--- config.mk ---
export PLATFORM = sky130hd
export DESIGN_NAME = sacr_ram
export DESIGN_NICKNAME = d
export VERILOG_FILES = /design/src/design/sacr_ram.sv
export SDC_FILE = /design/constraint.sdc
export NUM_CORES = 1
export LEC_CHECK = 0
export BUFFER_PORTS_ARGS = -buffer_cell sky130_fd_sc_hd__buf_2
export CAP_MARGIN = 10
export CORE_MARGIN = 2
export CORE_UTILIZATION = 25
export CTS_CLUSTER_DIAMETER = 30
export DETAILED_ROUTE_END_ITERATION = 16
export PLACE_DENSITY = 0.51
export REMOVE_ABC_BUFFERS = 1
export SLEW_MARGIN = 20
export SYNTH_ARGS = -nofsm -noshare
export SYNTH_HDL_FRONTEND = slang
export SYNTH_SLANG_ARGS = --single-unit
--- constraint.sdc ---
create_clock -name clk -period 1.6 [get_ports clk]
set_clock_uncertainty 0.2 [all_clocks]
set_input_delay 0.08 -clock clk [delete_from_list [all_inputs] [get_ports clk]]
set_output_delay 0.08 -clock clk [all_outputs]
set_load 0.02 [all_outputs]
--- src/design/sacr_ram.sv ---
// Generic single-write, single-read RAM with a registered read port.
// Stand-alone; a read and a write to one address in one cycle return old data.
`default_nettype none

module sacr_ram #(
  parameter int WIDTH = 8,
  parameter int DEPTH = 16
) (
  input  wire logic                     clk,
  input  wire logic                     we,
  input  wire logic [$clog2(DEPTH)-1:0] waddr,
  input  wire logic [WIDTH-1:0]         wdata,
  input  wire logic                     re,
  input  wire logic [$clog2(DEPTH)-1:0] raddr,
  output logic      [WIDTH-1:0]         rdata
);

  logic [WIDTH-1:0] mem_r [DEPTH];

  always_ff @(posedge clk) begin
    if (we) begin
      mem_r[waddr] <= wdata;
    end
    if (re) begin
      rdata <= mem_r[raddr];
    end
  end

endmodule

`default_nettype wire

After elaboration in Yosys (flattened, before gate mapping):

Memories as Yosys holds them, arrays and structs flattened. A register that Yosys moved wholly into a read port is not among the register bits.
Cells that the tools add are included.

* multiplexer cells: 2

Operator list (number)
* 1-bit two-way mux: 2

* register bits after elaboration: 0
* bits in writable memories: 128
* bits of input ports: 19
* output and inout bits: 8
* word-level logic and storage cells: 3
* memories kept: 1

Memories
* mem_r: depth 16, bits a word 8, read ports 1, clocked after memory_dff 1, wr ports 1, line 18 `logic [WIDTH-1:0] mem_r [DEPTH];`

Logic depth before layout (Yosys ltp):

* word-level depth: 2
* mapped depth: 5
* mapped depth without buffers: 3

Worst setup path after synthesis:

No wires, ideal clock.

* path type: input port to flip-flop
* start point: in waddr[2]
* end point: mem mem_r[0][0], enable pin
* library setup time: 0.383 ns
* data arrival time: 1.190 ns
* setup slack: -0.173 ns
* stages on the path: 2
* buffers on the path: 0
* cell sequence: or3b_2 > nor3_1

RTL lines
* from (decl): line 11 `input wire logic [$clog2(DEPTH)-1:0] waddr,`
* to (decl): line 18

Straight into the memory's write port.

==> run summary <==
# fillers - 1918
leakage power figure - 2.15 nW
Worst Path Required - 1.56 ns
Mapped Area - 0.00523 mm^2
DR pass1 iterations - 4
status - finished with violations
DP Worst Slack - -0.316 ns
clock slew at reported path FFs - 0.06 ns
Final Hold Fails - 0
die height - 149 um
DP HPWL - 7210 um
Synth Instances - 229
P&R area growth vs syn - 25.2%
dpl cells - 546
num rows - 52
Max Cap Violations - 0
PnR Total Power - 0.00811 W
Avg Inst Size Synth - 22.8 um^2
starting DRC count in detailed routing - 207
synth warn - 0
final WL - 11200 um
Synth cell types - 18
vias in the first global route - 2709
WP data arrival - 1.61 ns
Crit Path Category - flip-flop to flip-flop
failing checks - setup timing
Vias/cell - 4.34
placed inst area - 0.00590 mm^2
share of cells above drive strength 1 - 40.1%
TritonCTS clock tree - done
Peak VDD IR - 670 uV
RSZ-0062 raised after global routing - yes
flop-to-flop setup slack - -0.05 ns
top cells by count, synth - edfxtp_1, mux4_2, a22oi_1, mux4_1, nor2_1
dominant cells by area after synthesis - edfxtp_1, mux4_2, mux4_1, a22oi_1, nor2_1
fmax - 605 MHz
Slew Viols, Final - 0
Core ar. - 0.0204 mm^2
RR Endpoint - rdata[0]$_DFFE_PP_
Residual DRC - 0
gr ovfl total - 0
R2R cell count - 3
Main synth FF type - edfxtp_1
Slew HR - 31.9%
async set-or-reset flop fraction in the synthesized netlist - 0%
maximum number of pins on one net before global-route repair - 18
Tmin final - 1.65 ns
vias - 2547
H-tree Lvls - 4
CTS Root Cell - clkbuf_16
setup slack after layout - -0.0527 ns
full die area - 0.0221 mm^2
GRT Total Usage - 11.0%
Clock Path Buffers - 2
clk_lat worst skew - 0.41 ns
die span in x - 149 um
top cell type's share of synthesized area - 78.1%
CP Max Fanout - 1
sequential element share of the synthesized area - 78.1%
worst setup path startpoint - mem_r[0][0]$_DFFE_PP_
CTS buffer count - 17
port bufs - 26
synthesized flop and latch total - 136
I/O pin cnt - 27
post-DR wirelength/cell - 19.2 um
Initial Util - 25.7%
min-delay worst type - input port to flip-flop
Startpoint Class - flip-flop
setup repair bufs after CTS - 0
worst r2r src - mem_r[0][0]$_DFFE_PP_
Crit. End Element - flip-flop
Pwr per Cell Area - 1240 mW/mm^2
most common cell in the netlist - edfxtp_1
initial antenna violation count - 0
diodes inserted - 0
EDFF count, synth - 136
final instance count without filler cells - 587
Clock Sinks - 136
Final period util - 103%
Final Cell Area - 0.00654 mm^2
DRT antenna net count - 0
area leader, netlist - edfxtp_1
Setup crit end - rdata[0]$_DFFE_PP_
worst-margin pin slew - 1.02 ns
setup violators final - 6
RD Place Congestion - 0.752
first-pass GRT wire length - 17200 um
nets@finish - 323
-- worst max-delay path, cell delays in order (launching register included) --
cell	delay, ns
edfxtp_1	0.40
mux4_2	0.48
a22oi_2	0.24
nand2_1	0.08
-- cells by family after synthesis --
kind of cell | synth area share, %
buf+inv | 1.65
mux | 14.8
flops | 78.1
compound gates | 2.30
simple gates | 3.14
-- final cells by class --
cell class / count / area (um^2) / share of cell area [%]
clock buffer: 17 / 425 / 6.50
tap: 270 / 338 / 5.16
sequential: 136 / 4080 / 62.4
multi-input combinational: 83 / 1050 / 16.1
timing repair buffer: 66 / 515 / 7.88
clock inverter: 15 / 128 / 1.95
-- power breakdown --
part | total (W) | leakage (nW) | internal [W] | switching (W)
Sequential | 0.00403 | 1.24 | 0.00401 | 0.0000204
Clock | 0.00361 | 0.267 | 0.00214 | 0.00147
Combinational | 0.000467 | 0.643 | 0.000208 | 0.000259
Total | 0.00811 | 2.15 | 0.00636 | 0.00175
-- flip-flops by register name, indices dropped and copies added, names as in the netlist --
name	count
rdata	8
mem_r	128
-- layout by cell type (no fill, tap or decap), types with 7 or more instances in the layout --
| master | n |
|---|---|
| clkbuf_16 | 17 |
| a22oi_1 | 7 |
| dlygate4sd3_1 | 9 |
| buf_2 | 26 |
| mux4_2 | 31 |
| buf_4 | 26 |
| nor2_1 | 13 |
| edfxtp_1 | 136 |
| nand2_1 | 9 |
| a22oi_2 | 9 |
-- per-stage QoR --
step	utilization, %	hold slack (ns)	TNS, ns
2_1_floorplan	-	-0.0211	-1.38
3_3_place_gp	29.0	0.259	-1.96
3_5_place_dp	29.0	0.254	-2.00
4_1_cts	32.1	0.0120	-0.260
5_1_grt	32.1	0.0516	-0.518
6_report	32.1	0.0210	-0.150
-- worst min path at each step --
| stage | startpoint | end | slack, ns | depth (start not counted) |
|---|---|---|---|---|
| 3_3_place_gp | re | rdata[3]$_DFFE_PP_ | 0.26 | 1 |
| 6_report | waddr[0] | mem_r[4][3]$_DFFE_PP_ | 0.02 | 3 |
| 2_1_floorplan | wdata[0] | mem_r[0][0]$_DFFE_PP_ | -0.02 | 0 |
| 4_1_cts | waddr[0] | mem_r[4][3]$_DFFE_PP_ | 0.01 | 3 |
| 3_5_place_dp | re | rdata[3]$_DFFE_PP_ | 0.25 | 1 |
| 5_1_grt | waddr[0] | mem_r[4][3]$_DFFE_PP_ | 0.05 | 3 |
-- layer usage --
metal	vias up	track usage (%)	wire length (um)
met5	-	0	0
met4	0	3.71	136
met3	11	2.98	514
met2	72	15.8	5080
met1	1348	16.0	5510
li1	1116	-	-
-- what timing repair did --
action	4_1_cts	5_1_grt
endpoints found under the hold margin	136	0
pin swaps	5	5
resized for setup	15	7
endpoints found under the setup margin	8	8
hold buffers	9	0
Note: power is estimated with default switching activity, not from simulation.
